[config.mk]
export PLATFORM = sky130hd
export DESIGN_NAME = multitouch_slot_event_generator
export DESIGN_NICKNAME = d
export VERILOG_FILES = /design/src/mtse_pkg.sv /design/src/mtse_front.sv /design/src/mtse_queue.sv /design/src/mtse_back.sv /design/src/multitouch_slot_event_generator.sv
export VERILOG_INCLUDE_DIRS = /design/src /design/src/src
export SDC_FILE = /design/constraint.sdc
export NUM_CORES = 1
export LEC_CHECK = 0
export ABC_AREA = 1
export BUFFER_PORTS_ARGS = -buffer_cell sky130_fd_sc_hd__buf_2
export CORE_ASPECT_RATIO = 1.25
export CORE_UTILIZATION = 50
export DETAILED_ROUTE_END_ITERATION = 6
export PLACE_DENSITY = 0.67
export SLEW_MARGIN = 20
export SYNTH_ARGS = -nofsm -noshare
export SYNTH_HDL_FRONTEND = slang
export SYNTH_SLANG_ARGS = --single-unit
export TNS_END_PERCENT = 20
[constraint.sdc]
create_clock -name i_clk -period 8.5 [get_ports i_clk]
set_input_delay 0.425 -clock i_clk [delete_from_list [all_inputs] [get_ports i_clk]]
set_output_delay 0.425 -clock i_clk [all_outputs]
set_load 0.05 [all_outputs]
[src/assert_macros.svh]
// Assertion macros shared by the slot event generator modules.
// Every user must have i_clk and i_rst_n in scope; no other dependencies.
`ifndef ASSERT_MACROS_SVH
`define ASSERT_MACROS_SVH

// Same-cycle implication, checked outside reset.
`define MTSE_ASSERT_IMP(lbl, ante, cons) \
    lbl: assert property (@(posedge i_clk) disable iff (!i_rst_n) (ante) |-> (cons)) \
        else $error("slot event generator: assertion failed");

// Next-cycle implication, checked outside reset.
`define MTSE_ASSERT_NXT(lbl, ante, cons) \
    lbl: assert property (@(posedge i_clk) disable iff (!i_rst_n) (ante) |=> (cons)) \
        else $error("slot event generator: assertion failed");

`endif

[src/mtse_pkg.sv]
// Package for the multitouch slot event generator: sizes, codes and shared types.
// No dependencies; every module of the block imports it.
`timescale 1ns / 1ps

package mtse_pkg;

    localparam int SLOT_COUNT  = 10;
    localparam int SLOT_W      = (SLOT_COUNT > 1) ? $clog2(SLOT_COUNT) : 1;
    localparam int CNT_W       = $clog2(SLOT_COUNT + 1);
    localparam int RECIP_SHIFT = 32;
    // Rounded-up reciprocal of the slot count; exact quotient for 16-bit inputs.
    localparam logic [32:0] SLOT_RECIP =
        33'(((64'd1 << RECIP_SHIFT) + 64'(SLOT_COUNT) - 64'd1) / 64'(SLOT_COUNT));

    localparam int QUEUE_DEPTH = 2;
    localparam int QPTR_W      = (QUEUE_DEPTH > 1) ? $clog2(QUEUE_DEPTH) : 1;
    localparam int QCNT_W      = $clog2(QUEUE_DEPTH + 1);

    localparam logic [16:0] VALUE_RELEASE = '1;

    typedef enum logic [1:0] {
        CMD_DOWN        = 2'd0,
        CMD_MOVE        = 2'd1,
        CMD_UP          = 2'd2,
        CMD_RELEASE_ALL = 2'd3
    } t_cmd;

    typedef enum logic [2:0] {
        KIND_SLOT    = 3'd0,
        KIND_TRACK   = 3'd1,
        KIND_X       = 3'd2,
        KIND_Y       = 3'd3,
        KIND_SIZE    = 3'd4,
        KIND_PRESS   = 3'd5,
        KIND_CONTACT = 3'd6,
        KIND_SYNC    = 3'd7
    } t_kind;

    typedef enum logic [2:0] {
        CFG_DEAD_BAND  = 3'd0,
        CFG_TOUCH_SIZE = 3'd1,
        CFG_PRESSURE   = 3'd2,
        CFG_ID_START   = 3'd3,
        CFG_ID_LIMIT   = 3'd4
    } t_cfg_idx;

    typedef struct packed {
        logic [15:0] dead_band;
        logic [7:0]  touch_size;
        logic [7:0]  pressure;
        logic [15:0] id_start;
        logic [15:0] id_limit;
    } t_cfg;

    localparam t_cfg CFG_RESET = '{
        dead_band:  16'd1,
        touch_size: 8'd6,
        pressure:   8'd60,
        id_start:   16'd100,
        id_limit:   16'd65000
    };

    typedef struct packed {
        t_cmd              cmd;
        logic [SLOT_W-1:0] slot;
        logic [15:0]       x;
        logic [15:0]       y;
    } t_item;

    typedef struct packed {
        logic        strobe;
        t_kind       kind;
        logic [16:0] value;
        logic        last;
    } t_event;

endpackage

[src/mtse_front.sv]
// Front end: takes a command, reduces the slot number modulo the slot count
// by a reciprocal multiply, and pushes the decoded item into the queue. Uses mtse_pkg.
`timescale 1ns / 1ps
`include "assert_macros.svh"

module mtse_front (
    input  logic           i_clk,
    input  logic           i_rst_n,
    input  logic           i_start,
    output logic           o_busy,
    input  logic [1:0]     i_cmd,
    input  logic [15:0]    i_slot_number,
    input  logic [15:0]    i_pos_x,
    input  logic [15:0]    i_pos_y,
    output logic           o_push,
    output mtse_pkg::t_item o_item,
    input  logic           i_full
);
    import mtse_pkg::*;

    logic        r_valid;
    t_cmd        r_cmd;
    logic [15:0] r_raw;
    logic [15:0] r_quot;
    logic [15:0] r_x;
    logic [15:0] r_y;

    logic [48:0] quot_prod;
    logic [15:0] quot_back;
    logic [15:0] rem;
    logic        accept;

    assign quot_prod = 49'(i_slot_number) * 49'(SLOT_RECIP);
    assign quot_back = 16'(r_quot * 16'(SLOT_COUNT));
    assign rem       = r_raw - quot_back;

    assign o_busy = r_valid && i_full;
    assign accept = i_start && !o_busy;
    assign o_push = r_valid && !i_full;

    assign o_item.cmd  = r_cmd;
    assign o_item.slot = rem[SLOT_W-1:0];
    assign o_item.x    = r_x;
    assign o_item.y    = r_y;

    always_ff @(posedge i_clk) begin
        if (!i_rst_n) begin
            r_valid <= 1'b0;
        end else if (accept) begin
            r_valid <= 1'b1;
        end else if (o_push) begin
            r_valid <= 1'b0;
        end
    end

    always_ff @(posedge i_clk) begin
        if (accept) begin
            r_cmd  <= t_cmd'(i_cmd);
            r_raw  <= i_slot_number;
            r_quot <= quot_prod[RECIP_SHIFT+15:RECIP_SHIFT];
            r_x    <= i_pos_x;
            r_y    <= i_pos_y;
        end
    end

    `MTSE_ASSERT_IMP(a_front_push_room, o_push, !i_full)

endmodule

[src/mtse_queue.sv]
// Short command queue between the front end and the event sequencer.
// Uses mtse_pkg for the item type and depth.
`timescale 1ns / 1ps
`include "assert_macros.svh"

module mtse_queue (
    input  logic            i_clk,
    input  logic            i_rst_n,
    input  logic            i_push,
    input  mtse_pkg::t_item i_item,
    output logic            o_full,
    input  logic            i_pop,
    output mtse_pkg::t_item o_item,
    output logic            o_empty
);
    import mtse_pkg::*;

    t_item             r_mem [QUEUE_DEPTH];
    logic [QPTR_W-1:0] r_wr_ptr;
    logic [QPTR_W-1:0] r_rd_ptr;
    logic [QCNT_W-1:0] r_count;

    logic do_push;
    logic do_pop;

    assign o_full  = (r_count == QCNT_W'(QUEUE_DEPTH));
    assign o_empty = (r_count == '0);
    assign do_push = i_push && !o_full;
    assign do_pop  = i_pop && !o_empty;
    assign o_item  = r_mem[r_rd_ptr];

    always_ff @(posedge i_clk) begin
        if (!i_rst_n) begin
            r_wr_ptr <= '0;
            r_rd_ptr <= '0;
            r_count  <= '0;
        end else begin
            if (do_push) begin
                r_wr_ptr <= (r_wr_ptr == QPTR_W'(QUEUE_DEPTH - 1)) ? '0 : r_wr_ptr + 1'b1;
            end
            if (do_pop) begin
                r_rd_ptr <= (r_rd_ptr == QPTR_W'(QUEUE_DEPTH - 1)) ? '0 : r_rd_ptr + 1'b1;
            end
            if (do_push && !do_pop) begin
                r_count <= r_count + 1'b1;
            end else if (do_pop && !do_push) begin
                r_count <= r_count - 1'b1;
            end
        end
    end

    always_ff @(posedge i_clk) begin
        if (do_push) begin
            r_mem[r_wr_ptr] <= i_item;
        end
    end

    `MTSE_ASSERT_IMP(a_queue_bound, 1'b1, r_count <= QCNT_W'(QUEUE_DEPTH))

endmodule

[src/mtse_back.sv]
// Event sequencer: pops commands, keeps per-slot state and the tracking-id
// counter, and emits one protocol-B event per cycle while commands are queued. Uses mtse_pkg.
`timescale 1ns / 1ps
`include "assert_macros.svh"

module mtse_back (
    input  logic             i_clk,
    input  logic             i_rst_n,
    input  mtse_pkg::t_cfg   i_cfg,
    input  mtse_pkg::t_item  i_item,
    input  logic             i_empty,
    output logic             o_pop,
    output mtse_pkg::t_event o_event
);
    import mtse_pkg::*;

    typedef enum logic [3:0] {
        ST_IDLE,
        ST_DN_TRACK,
        ST_DN_X,
        ST_DN_Y,
        ST_DN_SIZE,
        ST_DN_PRESS,
        ST_MV_X,
        ST_MV_Y,
        ST_UP_TRACK,
        ST_RA_TRACK,
        ST_RA_SLOT,
        ST_CONTACT,
        ST_SYNC
    } t_state;

    t_state              r_state,   n_state;
    logic [SLOT_COUNT-1:0] r_active, n_active;
    logic [CNT_W-1:0]    r_count,   n_count;
    logic [15:0]         r_next_id, n_next_id;
    logic [SLOT_W-1:0]   r_slot,    n_slot;
    logic [SLOT_W-1:0]   r_idx,     n_idx;
    logic [15:0]         r_x,       n_x;
    logic [15:0]         r_y,       n_y;
    logic                r_contact, n_contact;
    logic                r_evt_strobe, n_evt_strobe;
    t_kind               r_evt_kind,   n_evt_kind;
    logic [16:0]         r_evt_value,  n_evt_value;
    logic                r_evt_last,   n_evt_last;

    logic [15:0] r_last_x [SLOT_COUNT];
    logic [15:0] r_last_y [SLOT_COUNT];

    logic        pos_write;
    logic [15:0] old_x;
    logic [15:0] old_y;
    logic [15:0] diff_x;
    logic [15:0] diff_y;
    logic        moved;
    logic [16:0] id_inc;
    logic [CNT_W-1:0] count_dn;
    logic [CNT_W-1:0] count_up;
    logic        ra_walk;

    // Move check on the head item, done in the cycle it is popped.
    assign old_x  = r_last_x[i_item.slot];
    assign old_y  = r_last_y[i_item.slot];
    assign diff_x = (i_item.x > old_x) ? i_item.x - old_x : old_x - i_item.x;
    assign diff_y = (i_item.y > old_y) ? i_item.y - old_y : old_y - i_item.y;
    assign moved  = r_active[i_item.slot] &&
                    ((diff_x > i_cfg.dead_band) || (diff_y > i_cfg.dead_band));

    assign id_inc   = {1'b0, r_next_id} + 17'd1;
    assign count_dn = r_active[r_slot] ? r_count : r_count + 1'b1;
    assign count_up = (r_count != '0) ? r_count - 1'b1 : r_count;

    // The release-all walk clears the active bits one by one and zeroes the count at
    // its end, so the two only agree outside the walk.
    assign ra_walk = (r_state == ST_RA_TRACK) || (r_state == ST_RA_SLOT);

    always_comb begin
        n_state      = r_state;
        n_active     = r_active;
        n_count      = r_count;
        n_next_id    = r_next_id;
        n_slot       = r_slot;
        n_idx        = r_idx;
        n_x          = r_x;
        n_y          = r_y;
        n_contact    = r_contact;
        n_evt_strobe = 1'b0;
        n_evt_kind   = r_evt_kind;
        n_evt_value  = r_evt_value;
        n_evt_last   = 1'b0;
        o_pop        = 1'b0;
        pos_write    = 1'b0;

        case (r_state)
            ST_IDLE: begin
                if (!i_empty) begin
                    o_pop        = 1'b1;
                    n_slot       = i_item.slot;
                    n_x          = i_item.x;
                    n_y          = i_item.y;
                    n_evt_strobe = 1'b1;
                    n_evt_kind   = KIND_SLOT;
                    n_evt_value  = 17'(i_item.slot);
                    case (i_item.cmd)
                        CMD_DOWN: begin
                            n_state = ST_DN_TRACK;
                        end
                        CMD_MOVE: begin
                            n_evt_last = !moved;
                            n_state    = moved ? ST_MV_X : ST_IDLE;
                        end
                        CMD_UP: begin
                            n_contact = 1'b0;
                            if (r_active[i_item.slot]) begin
                                n_state = ST_UP_TRACK;
                            end else if (r_count == '0) begin
                                n_state = ST_CONTACT;
                            end else begin
                                n_state = ST_SYNC;
                            end
                        end
                        default: begin
                            // Release all walks every slot from zero.
                            n_evt_value = '0;
                            n_idx       = '0;
                            n_state     = ST_RA_TRACK;
                        end
                    endcase
                end
            end
            ST_DN_TRACK: begin
                n_evt_strobe = 1'b1;
                n_evt_kind   = KIND_TRACK;
                n_evt_value  = {1'b0, r_next_id};
                n_next_id    = (id_inc > {1'b0, i_cfg.id_limit}) ? i_cfg.id_start
                                                                 : id_inc[15:0];
                n_state      = ST_DN_X;
            end
            ST_DN_X: begin
                n_evt_strobe = 1'b1;
                n_evt_kind   = KIND_X;
                n_evt_value  = {1'b0, r_x};
                n_state      = ST_DN_Y;
            end
            ST_DN_Y: begin
                n_evt_strobe = 1'b1;
                n_evt_kind   = KIND_Y;
                n_evt_value  = {1'b0, r_y};
                n_state      = ST_DN_SIZE;
            end
            ST_DN_SIZE: begin
                n_evt_strobe = 1'b1;
                n_evt_kind   = KIND_SIZE;
                n_evt_value  = 17'(i_cfg.touch_size);
                n_state      = ST_DN_PRESS;
            end
            ST_DN_PRESS: begin
                n_evt_strobe     = 1'b1;
                n_evt_kind       = KIND_PRESS;
                n_evt_value      = 17'(i_cfg.pressure);
                pos_write        = 1'b1;
                n_active[r_slot] = 1'b1;
                n_count          = count_dn;
                n_contact        = 1'b1;
                n_state          = (count_dn == CNT_W'(1)) ? ST_CONTACT : ST_SYNC;
            end
            ST_MV_X: begin
                n_evt_strobe = 1'b1;
                n_evt_kind   = KIND_X;
                n_evt_value  = {1'b0, r_x};
                n_state      = ST_MV_Y;
            end
            ST_MV_Y: begin
                n_evt_strobe = 1'b1;
                n_evt_kind   = KIND_Y;
                n_evt_value  = {1'b0, r_y};
                pos_write    = 1'b1;
                n_state      = ST_SYNC;
            end
            ST_UP_TRACK: begin
                n_evt_strobe     = 1'b1;
                n_evt_kind       = KIND_TRACK;
                n_evt_value      = VALUE_RELEASE;
                n_active[r_slot] = 1'b0;
                n_count          = count_up;
                n_state          = (count_up == '0) ? ST_CONTACT : ST_SYNC;
            end
            ST_RA_TRACK: begin
                n_evt_strobe    = 1'b1;
                n_evt_kind      = KIND_TRACK;
                n_evt_value     = VALUE_RELEASE;
                n_active[r_idx] = 1'b0;
                if (r_idx == SLOT_W'(SLOT_COUNT - 1)) begin
                    n_count   = '0;
                    n_contact = 1'b0;
                    n_state   = ST_CONTACT;
                end else begin
                    n_idx   = r_idx + 1'b1;
                    n_state = ST_RA_SLOT;
                end
            end
            ST_RA_SLOT: begin
                n_evt_strobe = 1'b1;
                n_evt_kind   = KIND_SLOT;
                n_evt_value  = 17'(r_idx);
                n_state      = ST_RA_TRACK;
            end
            ST_CONTACT: begin
                n_evt_strobe = 1'b1;
                n_evt_kind   = KIND_CONTACT;
                n_evt_value  = 17'(r_contact);
                n_state      = ST_SYNC;
            end
            ST_SYNC: begin
                n_evt_strobe = 1'b1;
                n_evt_kind   = KIND_SYNC;
                n_evt_value  = '0;
                n_evt_last   = 1'b1;
                n_state      = ST_IDLE;
            end
            default: begin
                n_state = ST_IDLE;
            end
        endcase
    end

    always_ff @(posedge i_clk) begin
        if (!i_rst_n) begin
            r_state      <= ST_IDLE;
            r_active     <= '0;
            r_count      <= '0;
            r_next_id    <= CFG_RESET.id_start;
            r_evt_strobe <= 1'b0;
            r_evt_last   <= 1'b0;
        end else begin
            r_state      <= n_state;
            r_active     <= n_active;
            r_count      <= n_count;
            r_next_id    <= n_next_id;
            r_evt_strobe <= n_evt_strobe;
            r_evt_last   <= n_evt_last;
        end
        r_slot      <= n_slot;
        r_idx       <= n_idx;
        r_x         <= n_x;
        r_y         <= n_y;
        r_contact   <= n_contact;
        r_evt_kind  <= n_evt_kind;
        r_evt_value <= n_evt_value;
    end

    // Last reported positions; only read for slots that a down has made active.
    always_ff @(posedge i_clk) begin
        if (pos_write) begin
            r_last_x[r_slot] <= r_x;
            r_last_y[r_slot] <= r_y;
        end
    end

    assign o_event.strobe = r_evt_strobe;
    assign o_event.kind   = r_evt_kind;
    assign o_event.value  = r_evt_value;
    assign o_event.last   = r_evt_last;

    `MTSE_ASSERT_IMP(a_count_matches_bits, !ra_walk, $countones(r_active) == int'(r_count))
    `MTSE_ASSERT_NXT(a_sync_ends_run, r_state == ST_SYNC, r_evt_strobe && r_evt_last && (r_state == ST_IDLE))

endmodule

[src/multitouch_slot_event_generator.sv]
// Top level of the multitouch slot event generator: configuration registers
// and the front end, queue and sequencer. Uses mtse_pkg, mtse_front, mtse_queue, mtse_back.
`timescale 1ns / 1ps

//  Channel   | Direction | Handshake                       | Payload
//  ----------+-----------+---------------------------------+------------------------------------
//  command   | in        | start high, busy low            | i_cmd, i_slot_number, i_pos_x/y
//  events    | out       | o_event_strobe, one cycle each  | o_event_kind/value, o_last_event
//  config    | in        | i_cfg_valid and o_cfg_ready     | i_cfg_index, i_cfg_data
//
// The slot reduction multiply runs in the accepting cycle and the front stage registers the
// quotient; the front stage then forms the remainder and pushes the command into the queue,
// and the sequencer pops it from there and registers the first event onto the ports.
// Events follow at one per cycle with no gap between commands while the queue holds the next
// one; a down gives 7 events, 8 when it raises contact, a move 1 or 4, an up 2 to 4, and
// release all 2*SLOT_COUNT+2 (22 by default).
// Reset is synchronous and active low; it clears all slots and restores the registers.
// The event receiver cannot stall; busy rises only when the front stage and the queue
// are both full while the sequencer works through a long run.

module multitouch_slot_event_generator (
    input  logic        i_clk,
    input  logic        i_rst_n,
    // Command transfer.
    input  logic        start,
    output logic        busy,
    input  logic [1:0]  i_cmd,
    input  logic [15:0] i_slot_number,
    input  logic [15:0] i_pos_x,
    input  logic [15:0] i_pos_y,
    // Event transfer.
    output logic        o_event_strobe,
    output logic [2:0]  o_event_kind,
    output logic signed [16:0] o_event_value,
    output logic        o_last_event,
    // Configuration write transfer.
    input  logic        i_cfg_valid,
    output logic        o_cfg_ready,
    input  logic [2:0]  i_cfg_index,
    input  logic [15:0] i_cfg_data
);
    import mtse_pkg::*;

    t_cfg   r_cfg;
    logic   push;
    t_item  push_item;
    logic   q_full;
    logic   pop;
    t_item  head_item;
    logic   q_empty;
    t_event evt;

    // Configuration writes are always taken. The user must send them only while the block is idle,
    // so that the sequencer sees new values only on the next command; the block does not enforce it.
    assign o_cfg_ready = 1'b1;

    always_ff @(posedge i_clk) begin
        if (!i_rst_n) begin
            r_cfg <= CFG_RESET;
        end else if (i_cfg_valid && o_cfg_ready) begin
            case (t_cfg_idx'(i_cfg_index))
                CFG_DEAD_BAND:  r_cfg.dead_band  <= i_cfg_data;
                CFG_TOUCH_SIZE: r_cfg.touch_size <= i_cfg_data[7:0];
                CFG_PRESSURE:   r_cfg.pressure   <= i_cfg_data[7:0];
                CFG_ID_START:   r_cfg.id_start   <= i_cfg_data;
                CFG_ID_LIMIT:   r_cfg.id_limit   <= i_cfg_data;
                default: begin
                    // Indexes past the register list are dropped.
                end
            endcase
        end
    end

    // The front end decodes the command and folds the slot number into range.
    mtse_front u_front (
        .i_clk         (i_clk),
        .i_rst_n       (i_rst_n),
        .i_start       (start),
        .o_busy        (busy),
        .i_cmd         (i_cmd),
        .i_slot_number (i_slot_number),
        .i_pos_x       (i_pos_x),
        .i_pos_y       (i_pos_y),
        .o_push        (push),
        .o_item        (push_item),
        .i_full        (q_full)
    );

    // The queue lets the host keep sending while a long run of events plays out.
    mtse_queue u_queue (
        .i_clk   (i_clk),
        .i_rst_n (i_rst_n),
        .i_push  (push),
        .i_item  (push_item),
        .o_full  (q_full),
        .i_pop   (pop),
        .o_item  (head_item),
        .o_empty (q_empty)
    );

    // The sequencer owns all slot state and drives the registered event outputs.
    mtse_back u_back (
        .i_clk   (i_clk),
        .i_rst_n (i_rst_n),
        .i_cfg   (r_cfg),
        .i_item  (head_item),
        .i_empty (q_empty),
        .o_pop   (pop),
        .o_event (evt)
    );

    assign o_event_strobe = evt.strobe;
    assign o_event_kind   = evt.kind;
    assign o_event_value  = evt.value;
    assign o_last_event   = evt.last;

endmodule
* Yosys cells after proc, flatten, opt, wreduce, memory -nomap -nowiden
Memory sizes are Yosys's and may differ from the RTL's. A register that Yosys moved wholly into a read port is not among the register bits.
Cells that the tools add are included.
W data, S select, Z words.
** Word-level totals
- Input bits :: 73
- Word-level logic and storage cells :: 194
- Memory bits (writable) :: 396
- Memories :: 3
- Register bits :: 217
- Output and inout port bits :: 24
** Cells by class
- Bitwise gates (word level) :: 6
- Reductions and logical operators :: 50
- Muxes and demuxes :: 57
- Add/sub/neg operators :: 13
- Multipliers :: 2
- Magnitude comparators :: 10
- Eq/ne operators :: 26
** Memory list
- u_back.r_last_x :: words 10, bits a word 16, read ports 1, clocked after Yosys merged registers in 0, wr ports 1, line mtse_back.sv:47 : logic [15:0] r_last_x [SLOT_COUNT];
- u_back.r_last_y :: words 10, bits a word 16, read ports 1, clocked after Yosys merged registers in 0, wr ports 1, line mtse_back.sv:48 : logic [15:0] r_last_y [SLOT_COUNT];
- u_queue.r_mem :: words 2, bits a word 38, read ports 1, clocked after Yosys merged registers in 1, wr ports 1, line mtse_queue.sv:18 : t_item r_mem [QUEUE_DEPTH];
** Operators by type and width (number)
- $pmux W17 S10 :: 1
- $gt A16 B16 Y1 :: 4
- $sub A16 B16 Y16 :: 4
- $mux W16 :: 3
- $mul A16 B28 Y44 const B :: 1
- $pmux W4 S11 :: 1
- $mux W4 :: 9
- $pmux W10 S3 :: 1
- $pmux W3 S9 :: 1
- $eq A4 B4 Y1 const B :: 6
- $pmux W4 S3 :: 2
- $mux W1 :: 23
- $and A10 B10 Y10 :: 2
- $not A10 Y10 :: 2
- $reduce_and A2 Y1 :: 9
- $add A16 B1 Y17 const B :: 1
- $gt A17 B16 Y1 :: 1
- $mux W17 :: 1
- $eq A4 B3 Y1 const B :: 4
- $lt A4 B5 Y1 const B :: 3
- $mux W3 :: 5
- $mul A13 B3 Y3 const B :: 1
- $logic_not A4 Y1 :: 3
- $reduce_or A12 Y1 :: 1
- 36 further kinds :: 75

* Depth between registers and ports, before layout
Gate-level depths: netlist (run 1).
An unclocked memory read counts as a cell.
- Depth in word-level cells :: 10
- Mapped depth :: 42
- Gate-level depth less buffers :: 38

* Modules after synthesis
A second synthesis (run 1) with hierarchy kept.
** Second synthesis, totals
- Cell total of the unflattened synthesis :: 3444
- Area, all modules :: 33606.0 µm²
** Modules (own cells, without submodules)
- mtse_back :: instances 1, cells an instance 2350, area an instance 22520.3 µm², seq. area each 12161.7 µm²
- mtse_front :: instances 1, cells an instance 577, area an instance 5454.0 µm², seq. area each 1251.2 µm²
- mtse_queue :: instances 1, cells an instance 156, area an instance 3069.2 µm², seq. area each 2382.3 µm²
- multitouch_slot_event_generator :: instances 1, cells an instance 361, area an instance 2562.5 µm², seq. area each 1281.2 µm²

* Worst setup path before layout (run 1)
Ideal clock, no wire load.
- Path kind :: input-to-reg
- Start :: input port i_slot_number[8]
- End :: register u_front.r_quot[2] (data pin)
- Path buffers :: 0
- Setup slack :: 3.674 ns
- Cell stages on the path :: 22
- Arrival time :: 4.574 ns
- Setup time :: 0.252 ns
- Data required time :: 8.248 ns
- Cells stage by stage :: inv_1 ha_1 fa_1 inv_1 fa_1 inv_1 fa_1 inv_1 fa_1 fa_1 ha_1 nand2_1 inv_1 nand3_1 nor2_1 nor2_1 nand2_1 a21oi_1 o21a_1 nand2_1 nand2_1 nand2_1
** On the way
- Cells in the longest elaborated chain, start to end :: 1
** Ends and longest elaborated chain
- start: declaration :: line multitouch_slot_event_generator.sv:28 : input logic [15:0] i_slot_number,
- $mul A16 B28 Y44 :: line mtse_front.sv:33 : assign quot_prod = 49'(i_slot_number) * 49'(SLOT_RECIP);
- via u_front.quot_prod[34] :: line mtse_front.sv:28 : logic [48:0] quot_prod;
- end signal: assignment :: line mtse_front.sv:60 : r_quot <= quot_prod[RECIP_SHIFT+15:RECIP_SHIFT];
- end: declaration :: line mtse_front.sv:24 : logic [15:0] r_quot;
The timed path passes the listed nets, and every way through them passes these cells.
A chain may end at the register's enable or synchronous reset.

==> results of run 1 <==
power by group through the flow:
stage	logic, mW	clock network (mW)	registers (mW)
3_3_place_gp	8.33	0	4.28
5_1_grt	9.53	2.84	4.28
2_1_floorplan	5.79	0	4.28
4_1_cts	8.45	2.73	4.24
6_report	8.49	2.69	4.25
3_5_place_dp	8.38	0	4.30
cell type report:
class	instances	area share, %
Clock buffer	75	4.29
Clock inverter	36	1.21
Inverter	444	4.60
Multi-Input combinational cell	2093	37.1
Sequential cell	604	47.0
Tap cell	848	2.92
Timing Repair Buffer	155	2.83
critical path: cells and delay by family, from the launching register on:
family                     cells  cell delay [ps]
xor gates and xnor gates       1              250
adders and majority gates      2              460
and+or+nand+nor               23             3030
buffers and inverters          4             1270
AOI/OAI and AO/OA              4              970
DFF                            1              370
synthesized netlist by cell type, drive strengths merged (2+ instances only):
| library cell | count | area (um2) |
|---|---|---|
| a21o | 9 | 67.6 |
| a32o | 4 | 40.0 |
| clkbuf | 58 | 219 |
| o21ai | 280 | 1440 |
| o21bai | 11 | 82.6 |
| nand4 | 26 | 163 |
| o21a | 3 | 22.5 |
| nand3 | 129 | 683 |
| mux2i | 2 | 20.0 |
| nor3 | 16 | 96.4 |
| edfxtp | 498 | 15000 |
| dfxtp | 106 | 2120 |
| nand2 | 508 | 1950 |
| nand3b | 3 | 22.5 |
| o221ai | 29 | 254 |
| clkinv | 2 | 7.51 |
| nor2 | 305 | 1170 |
| a211oi | 6 | 45.0 |
| a22oi | 8 | 60.1 |
| or2 | 59 | 369 |
| a31oi | 3 | 18.8 |
| a21oi | 177 | 886 |
| inv | 442 | 1660 |
| o211ai | 92 | 691 |
| o31ai | 2 | 15.0 |
| fa | 77 | 1540 |
| ha | 214 | 2680 |
| o22ai | 27 | 169 |
| buf | 56 | 363 |
| xor2 | 52 | 455 |
| xnor2 | 12 | 105 |
| a221oi | 17 | 149 |
| nor4 | 7 | 43.8 |
| o2111ai | 7 | 61.3 |
per-stage QoR:
stage	cell area, um2	hold WS, ps	setup WS (ps)	util (%)
floorplan	32700	421	3670	-
global placement	34000	423	2110	52.6
detailed placement	34000	432	2040	52.7
CTS	36300	9.97	2030	56.2
global route	36300	13.1	1310	56.2
finish	36300	34.1	2030	56.2
metal layers:
metal  vias to the layer above  track usage (%)  share of wire (%)
met2                       778             49.7                 50
li1                      11400                -                  -
met1                     11800             35.8                 41
met5                         -                0              0.040
met3                       154             3.12                5.3
met4                         6             10.9                3.8
worst max path at each step:
stage                           startpoint                        endpoint  slack [ps]  cells after the start
after floorplan           i_slot_number[8]     u_front.r_quot[2]$_DFFE_PP_        3670                     22
after global placement           flip-flop  u_back.r_state[1]$_SDFFE_PN0N_        2110                     30
after detailed placement         flip-flop  u_back.r_state[1]$_SDFFE_PN0N_        2040                     31
after CTS                        flip-flop  u_back.r_state[2]$_SDFFE_PN0N_        2030                     29
after global routing             flip-flop  u_back.r_state[1]$_SDFFE_PN0N_        1310                     35
final                            flip-flop  u_back.r_state[1]$_SDFFE_PN0N_        2030                     34
sequential cells by signal, indices dropped and copies added (netlist names), 2 cells and up, named ones only:
signal / count
u_back.r_active: 10
u_queue.r_count: 2
r_cfg: 64
u_back.r_state: 4
u_front.r_raw: 4
u_back.r_next_id: 16
u_back.r_x: 16
u_front.r_x: 16
u_front.r_cmd: 2
u_queue.r_mem: 76
u_front.r_quot: 3
u_back.r_evt_kind: 3
u_back.r_y: 16
u_back.r_idx: 4
u_back.r_slot: 4
u_back.r_last_y: 160
u_back.r_count: 4
u_back.r_last_x: 160
u_back.r_evt_value: 17
u_front.r_y: 16
logic make-up (layout without fill, tap and decap cells):
family                   after synthesis  count (layout)  share of synthesized area, %
AO/OA/AOI/OAI                        681             681                          12.4
XOR/XNOR                              64              64                          1.71
adder cells (fa/ha/maj)              291             291                          12.9
buffers and inverters                558             710                          6.89
flip-flops                           604             604                          52.2
multiplexers                           2               2                        0.0612
other                                  1               1                        0.0115
AND/OR/NAND/NOR                     1054            1054                          13.8
repair_timing:
item | CTS | global route
setup buffers | 0 | 0
hold buffers | 31 | 0
endpoints found under the hold margin | 31 | 0
==> run metrics, run 1 <==
Flop pwr share between 20 and 30%; final wirelength around 94000 um; VDD IR max around 0.23 mV; Post-Syn Instances ~3300; fin nets about 3700; max frequency between 150 and 200 MHz; via count between 20000 and 25000; Hold Path Cell Cnt 1; Worst Path Required 9080 ps; PD cells approximately 430 nW/um2; Sw Ratio approximately 47%; Pleak ~15 nW; Cells after DPL roughly 4100; count of input and output buffers 95; root buffer cell clkbuf_16; r2r worst-path depth 34; routed wire length per instance 22.1 um; DRC Markers 0; Layout Cells excl Fill between 4000 and 5000; ANT cells 0; Post-Syn Nets approximately 3600; Resize count post-CTS 0; RD Place Congestion approximately 0.96; Reg2Reg Setup Slack between 2000 and 2500 ps; final setup fails 0; Startpoint Class flip-flop; reg-to-reg endpoint u_back.r_state[1]$_SDFFE_PN0N_; Power, Total ~15 mW; Die Area about 66000 um2; status finished, final reports clean; Post-Syn Area ~33000 um2; Worst Tran Pin Value between 1000 and 1500 ps; Seq/Total Area, Yosys a little over half; Synth Register Bits 604; synth warn 0; Initial Util 50.6%; Tcrit/Tclk final 76.1%; post-route ant nets 0; Avg Inst Size Synth approximately 10 um2; Arr. time, crit path roughly 7000 ps; Die Wd around 230 um; layout cells sized above 1 9.80%; most common cell after layout, fill and taps aside edfxtp_1; area of the multi-input gates approximately 13000 um2; clk buf depth 3; CTS tree yes; vias in the first global route 24100; Setup crit end kind flip-flop; initial antenna violation count 3; initial drt markers between 1500 and 2000; sw power roughly 7.3 mW; type of the worst min-delay path input pin to flip-flop; Setup CP Type flip-flop to flip-flop; setup skew after layout 65.7 ps; maxcap violations 0; RSZ-0062 raised after global routing false; Clock Sink Count just over 600; design internal power roughly 8.1 mW; clock power share between 10% and 20%; First-pass DRT Iterations 5; Core Region roughly 65000 um2; Top FF cell, synth edfxtp_1; hold path startpoint i_pos_y[1]; CP Max Fanout a little over 80; boundary pin count between 90 and 100; register area 17100 um2; pin count of the biggest net entering global routing 93; CP peak stage delay approximately 650 ps; fillers about 5700; final setup TNS 0 ps; count of flip-flops with a built-in enable after synthesis ~500; fin. max-slew vios 0; Layout area overhead 11.0%; post-detail-place hpwl 66800 um; first-pass GRT wire length between 100000 and 150000 um; Cell variety after synth 62; vias per std cell 5.65; Slew headroom between 20% and 30%; cell mode on critical path nand2_1; Final Hold Fails 0; TritonCTS Buffers between 50 and 60; Min-Delay Endpoint u_front.r_y[1]$_DFFE_PP_; Clock Pin Slew Worst Setup and Hold Paths roughly 60 ps; total congestion overflow 0; async set-reset flop share out of synthesis 0%; commonest cells after routing, fill and taps aside edfxtp_1, nand2_1, inv_1; latest clock arrival within the worst-skew pair 660 ps; height of the die between 200 and 300 um; Comb pwr share a little under three fifths; fin crit period ~6500 ps; total track usage between 20% and 30%; slowest CP cell nand2_4; Rows between 100 and 150; H-tree depth 2
Note: power is estimated with default switching activity, not from simulation.
==> inputs of run 2 (changes only) <==
- ABC_AREA: 1 -> 0
- PLACE_DENSITY: 0.67 -> 0.7
- clock period: 8.5 -> 5.6 ns (I/O delays scaled with it)
==> run 2 against run 1 <==
  * The flow now finishes with violations (negative setup slack)
  * Maximum frequency up 13%
  * Combinational power up 52%
  * Sequential power up 43%
  * Worst setup slack worse by 2200 ps
  * Hold slack better by 48 ps
  * Utilization up 3.2 points
  * Non-clock buffer count up 177
  * Wire length down 11%
  * Clock skew down 41 ps
  * Synthesized area down 2.4%
==> run metrics, run 2 <==
status finished, violations left; failing checks negative setup slack; Avg Inst Size Synth approximately 12 um2; Slew headroom 23.5%; type of the worst min-delay path input pin to flip-flop; CP Max Fanout 5; count of input and output buffers 95; Pleak 14.7 nW; fin nets 3251; CP delay by family, top simple AND/OR/NAND/NOR gates; Cell variety after synth between 90 and 100; final core utilization 59.5%; Final Hold Fails 0; Tcrit/Tclk final 102%; routed wire length per instance 22.3 um; slowest CP cell mux4_2; CTS tree yes; async set-reset flop share out of synthesis 0%; RD Place Congestion ~0.94; initial antenna violation count 0; fin crit period roughly 5700 ps; Seq/Total Area, Yosys a little over half; via count around 22000; final setup fails 3; RSZ-0062 raised after global routing true; Flop pwr share 26.4%; fin. max-slew vios 0; max frequency 175 MHz; vias in the first global route 22400; Clock Pin Slew Worst Setup and Hold Paths approximately 60 ps; final wirelength 84100 um; ANT cells 0; count of flip-flops with a built-in enable after synthesis about 500; sw power between 9 and 10 mW; Setup crit end kind flip-flop; area leader, netlist edfxtp_1; initial drt markers roughly 1800; PD cells around 610 nW/um2; Power, Total 23.1 mW; layout cells sized above 1 between 10% and 20%; pin count of the biggest net entering global routing 71; CP peak stage delay 490 ps; setup skew after layout around 25 ps; boundary pin count 97; H-tree depth 2; Core Region around 63000 um2; synth top area cells edfxtp_1, ha_1, dfxtp_1; design internal power roughly 14 mW; first-pass GRT wire length approximately 130000 um; post-detail-place hpwl roughly 60000 um; Synth Register Bits between 600 and 700; most common cell in the netlist edfxtp_1; Post-Syn Area roughly 32000 um2; number of buffer and inverter stages on the critical path 6; root buffer cell clkbuf_16; Layout area overhead 17.7%; TritonCTS Buffers between 50 and 60; VDD IR max 0.430 mV; clock power share between 10% and 20%; Yosys top cell area share a little under half; Comb pwr share roughly 56%; most common cell after layout, fill and taps aside edfxtp_1; vias per std cell roughly 5.7; final setup TNS -272 ps; Post-Syn Instances around 2600; Clock Sink Count about 600; Layout Cells excl Fill around 3800; DRC Markers 0; Sw Ratio about two fifths; commonest cells after routing, fill and taps aside edfxtp_1, nand2_1, inv_1; Post-Syn Nets between 2000 and 3000; Die Area 64800 um2; Startpoint Class flip-flop; largest registers u_back.r_last_x x160, u_back.r_last_y x160, u_queue.r_mem x76; Worst Path Required between 6000 and 7000 ps; post-route ant nets 0; latest clock arrival within the worst-skew pair about 640 ps; Arr. time, crit path about 6300 ps; First-pass DRT Iterations 6; total track usage a little over a quarter; height of the die approximately 280 um; Min Hold Slack slightly above 80 ps; Top FF cell, synth edfxtp_1; setup ws final -118 ps; Worst Tran Pin Value 1150 ps; total congestion overflow 0; maxcap violations 0; Rows ~100; synth warn 0; Cells after DPL 3596; Die Wd about 230 um; Setup CP Type flip-flop to flip-flop; clk buf depth 3; Commonest cells post-synth edfxtp_1, nand2_1, inv_1; Initial Util between 50% and 60%
[run 2: changes by cell type in the layout (fill, tap and decap cells not counted), sizes merged, moves of 27 or more]
cell	change
xor2	-27
o211ai	-71
mux4	+67
buf	+151
o221ai	-28
nand2	-157
a21o	+39
mux2i	+57
nor2	-222
inv	-217
o21ai	-194
a21boi	+58
nand3	-80
[run 2: what timing repair did]
item                                    in CTS  in global routing
pin swaps                                   25                  0
hold buffers                                54                  0
hold endpoints to repair                   102                  0
gates resized for setup                     58                 10
cloned                                       5                  0
buffers inserted                            10                  0
endpoints found under the setup margin       3                  3
[run 2: final cells by class]
type / count / area, um2
inverters: 225 / 847
clock buffers: 69 / 1530
repair buffers: 332 / 2790
multi-input cells: 1666 / 13800
clock inverters: 41 / 453
well taps: 840 / 1050
fillers: 4949 / 25600
flip-flops and latches: 604 / 17100
[run 2: stage by stage]
stage | area, um2 | worst slack, ps
CTS | 37400 | -83.9
global placement | 34400 | -287
floorplan | 31900 | 67.1
finish | 37600 | -118
global route | 37600 | -371
detailed placement | 34400 | -361
[run 2: metal layers]
layer	track usage (%)	part of all wire, %	vias up
li1	-	-	9977
met1	32.5	39	10700
met2	45.8	50	805
met3	2.82	6.1	177
met4	11.3	4.3	0
met5	0	0	-
[run 2: final timing paths]
check | cells after the start | slack, ps | end | start
worst max-delay path | 28 | -120 | u_back.r_state[2]$_SDFFE_PN0N_ | flip-flop
worst min-delay path | 1 | 80 | u_front.r_raw[0]$_DFFE_PP_ | i_slot_number[0]
worst max register to register | 28 | -120 | u_back.r_state[2]$_SDFFE_PN0N_ | flip-flop
worst min register to register | 0 | 440 | u_queue.r_mem[0][4]$_DFFE_PP_ | u_front.r_y[4]$_DFFE_PP_
[run 2: kinds of logic (layout without fill, tap and decap cells)]
logic type,after synthesis,count (layout),synth area share (%)
compound gates,493,493,9.97
xor+xnor,60,60,1.65
flops,604,604,53.5
other cells,1,1,0.0118
mux,146,146,7.37
fa+ha+maj,291,291,13.2
simple gates,675,675,9.78
buf+inv,339,667,4.48
[run 2: power groups by stage]
stage | sequential (mW) | combinational [mW] | clock (mW)
floorplan | 6.18 | 7.81 | 0
global route | 6.12 | 14.2 | 4.28
CTS | 6.08 | 12.8 | 4.13
detailed placement | 6.17 | 12.1 | 0
finish | 6.09 | 12.9 | 4.07
global placement | 6.14 | 11.9 | 0
==> inputs of run 3 (changes only) <==
- CORE_ASPECT_RATIO: 1.25 -> unset
- CORE_MARGIN: unset -> 1.5
- clock period: 5.6 -> 5.2 ns (I/O delays scaled with it)
==> run 3 against run 2 <==
  * Highest routed layer unchanged
  * Clock power rose by 8.6%
  * Final cell count rose by 2.0%
  * Largest power group unchanged
  * Critical endpoint is now u_back.r_state[1]$_SDFFE_PN0N_
  * Wire length fell by 2.1%
  * The flow still finishes with violations (negative setup slack)
==> run metrics, run 3 (same netlist as run 2, synthesis figures left out) <==
fin crit period around 5700 ps; Cells after DPL 3676; fillers 5044; Final Hold Fails 0; initial drt markers roughly 1800; Rows slightly above 90; Clock Pin Slew Worst Setup and Hold Paths approximately 60 ps; type of the worst min-delay path input pin to flip-flop; fin area ~38000 um2; clock power share 17.6%; setup ws final -508 ps; final core utilization 59.9%; routed wire length per instance roughly 21 um; TritonCTS Buffers a little over 60; height of the die around 260 um; commonest cells after routing, fill and taps aside edfxtp_1, nand2_1, buf_4; CP peak stage delay ~410 ps; Slew headroom approximately 28%; layout cells sized above 1 20.3%; final setup fails 3; count of input and output buffers 95; latest clock arrival within the worst-skew pair approximately 650 ps; sw power between 10 and 15 mW; vias per std cell ~5.6; Initial Util about 50%; root buffer cell clkbuf_16; RSZ-0062 raised after global routing true; clk buf depth 3; largest registers u_back.r_last_x x160, u_back.r_last_y x160, u_queue.r_mem x76; ANT cells 0; post-route ant nets 0; CP Max Fanout 10; most common cell after layout, fill and taps aside edfxtp_1; post-detail-place hpwl between 50000 and 60000 um; setup skew after layout between 20 and 25 ps; Cell Area, Placed ~35000 um2; fin. max-slew vios 0; Setup crit end kind flip-flop; Worst Tran Pin Value about 1100 ps; initial antenna violation count 0; slowest CP cell mux4_2; VDD IR max approximately 0.70 mV; PD cells between 600 and 700 nW/um2; Layout area overhead 18.5%; Setup CP Type flip-flop to flip-flop; RD Place Congestion between 0.9 and 1; Worst Path Required 5760 ps; First-pass DRT Iterations 7; vias in the first global route around 22000; total track usage 25.1%; final wirelength roughly 82000 um; Clock Sink Count 604; maxcap violations 0; Reg2Reg Setup Slack -510 ps; status finished, violations left; pin count of the biggest net entering global routing 59; H-tree depth 2; Sw Ratio between 40 and 50%; Die Wd 256 um; max frequency approximately 180 MHz; via count approximately 22000; fin nets around 3300; Min Hold Slack around 54 ps; Startpoint Class flip-flop; CTS tree yes; Flop pwr share 26.1%; Comb pwr share a little under three fifths; boundary pin count 97; total congestion overflow 0; Tcrit/Tclk final 110%; Arr. time, crit path 6270 ps; failing checks negative setup slack; design internal power around 15 mW; Core Region 63100 um2; Layout Cells excl Fill ~3900; Pleak 15.0 nW; DRC Markers 0; first-pass GRT wire length between 100000 and 150000 um; Die Area ~65000 um2
-- run 3: changes by cell type in the layout (fill, tap and decap cells not counted), sizes merged --
cell / delta
buf: +65
clkinvlp: -3
bufbuf: -3
clkbuf: +9
inv: -3
bufinv: -1
clkinv: +4
-- run 3: timing repair --
item                       CTS  global route
hold buffers                54             0
hold endpoints to repair   102             0
buffers inserted             5             0
pin swaps                    4             3
setup endpoints to repair    3             5
resized for setup           16            25
-- run 3: cell type report --
type	count	area, um2	area share (%)
clock inverters	38	409	1.08
well taps	846	1060	2.80
inverters	225	847	2.24
clock buffers	78	1630	4.32
multi-input cells	1666	13700	36.2
repair buffers	394	3080	8.15
flip-flops and latches	604	17100	45.2
-- run 3: final timing paths --
path	endpoint	start	cells after the start
worst max-delay path	u_back.r_state[1]$_SDFFE_PN0N_	flip-flop	28
worst min-delay path	u_front.r_raw[0]$_DFFE_PP_	i_slot_number[0]	1
worst max register to register	u_back.r_state[1]$_SDFFE_PN0N_	flip-flop	28
worst min register to register	u_queue.r_mem[0][31]$_DFFE_PP_	u_front.r_x[15]$_DFFE_PP_	0
-- run 3: power groups by stage --
stage          clock (mW)  combinational, mW  sequential (mW)
2_1_floorplan           0               8.49             6.66
3_3_place_gp            0               13.2             6.60
3_5_place_dp            0               13.5             6.64
4_1_cts              4.49               13.8             6.54
5_1_grt              4.67               15.5             6.59
6_report             4.42               14.1             6.55
-- run 3: worst max-delay path, delay by kind of cell, from the launching register on --
| family | cells | cell delay, ps |
|---|---|---|
| flip-flops | 1 | 370 |
| AND/OR/NAND/NOR | 12 | 2090 |
| AO/OA/AOI/OAI | 6 | 960 |
| buffers and inverters | 5 | 780 |
| XOR/XNOR | 1 | 100 |
| adder cells (fa/ha/maj) | 2 | 640 |
| multiplexers | 2 | 680 |
-- run 3: layer usage --
layer / vias up / GRT usage (%) / wire length (um)
met1: 10800 / 33.7 / 34900
met5: - / 0 / 0
met3: 119 / 3.87 / 5100
met2: 721 / 42.4 / 40000
li1: 10100 / - / -
met4: 0 / 7.50 / 2310
-- run 3: through the flow --
stage                     setup TNS, ps  power [mW]  setup WS, ps
after global placement            -1760        19.8          -419
after global routing              -2440        26.7          -789
after detailed placement          -2470        20.1          -572
final                             -1490        25.1          -508
after floorplan                   -96.3        15.2         -38.6
after CTS                         -1490        24.8          -510
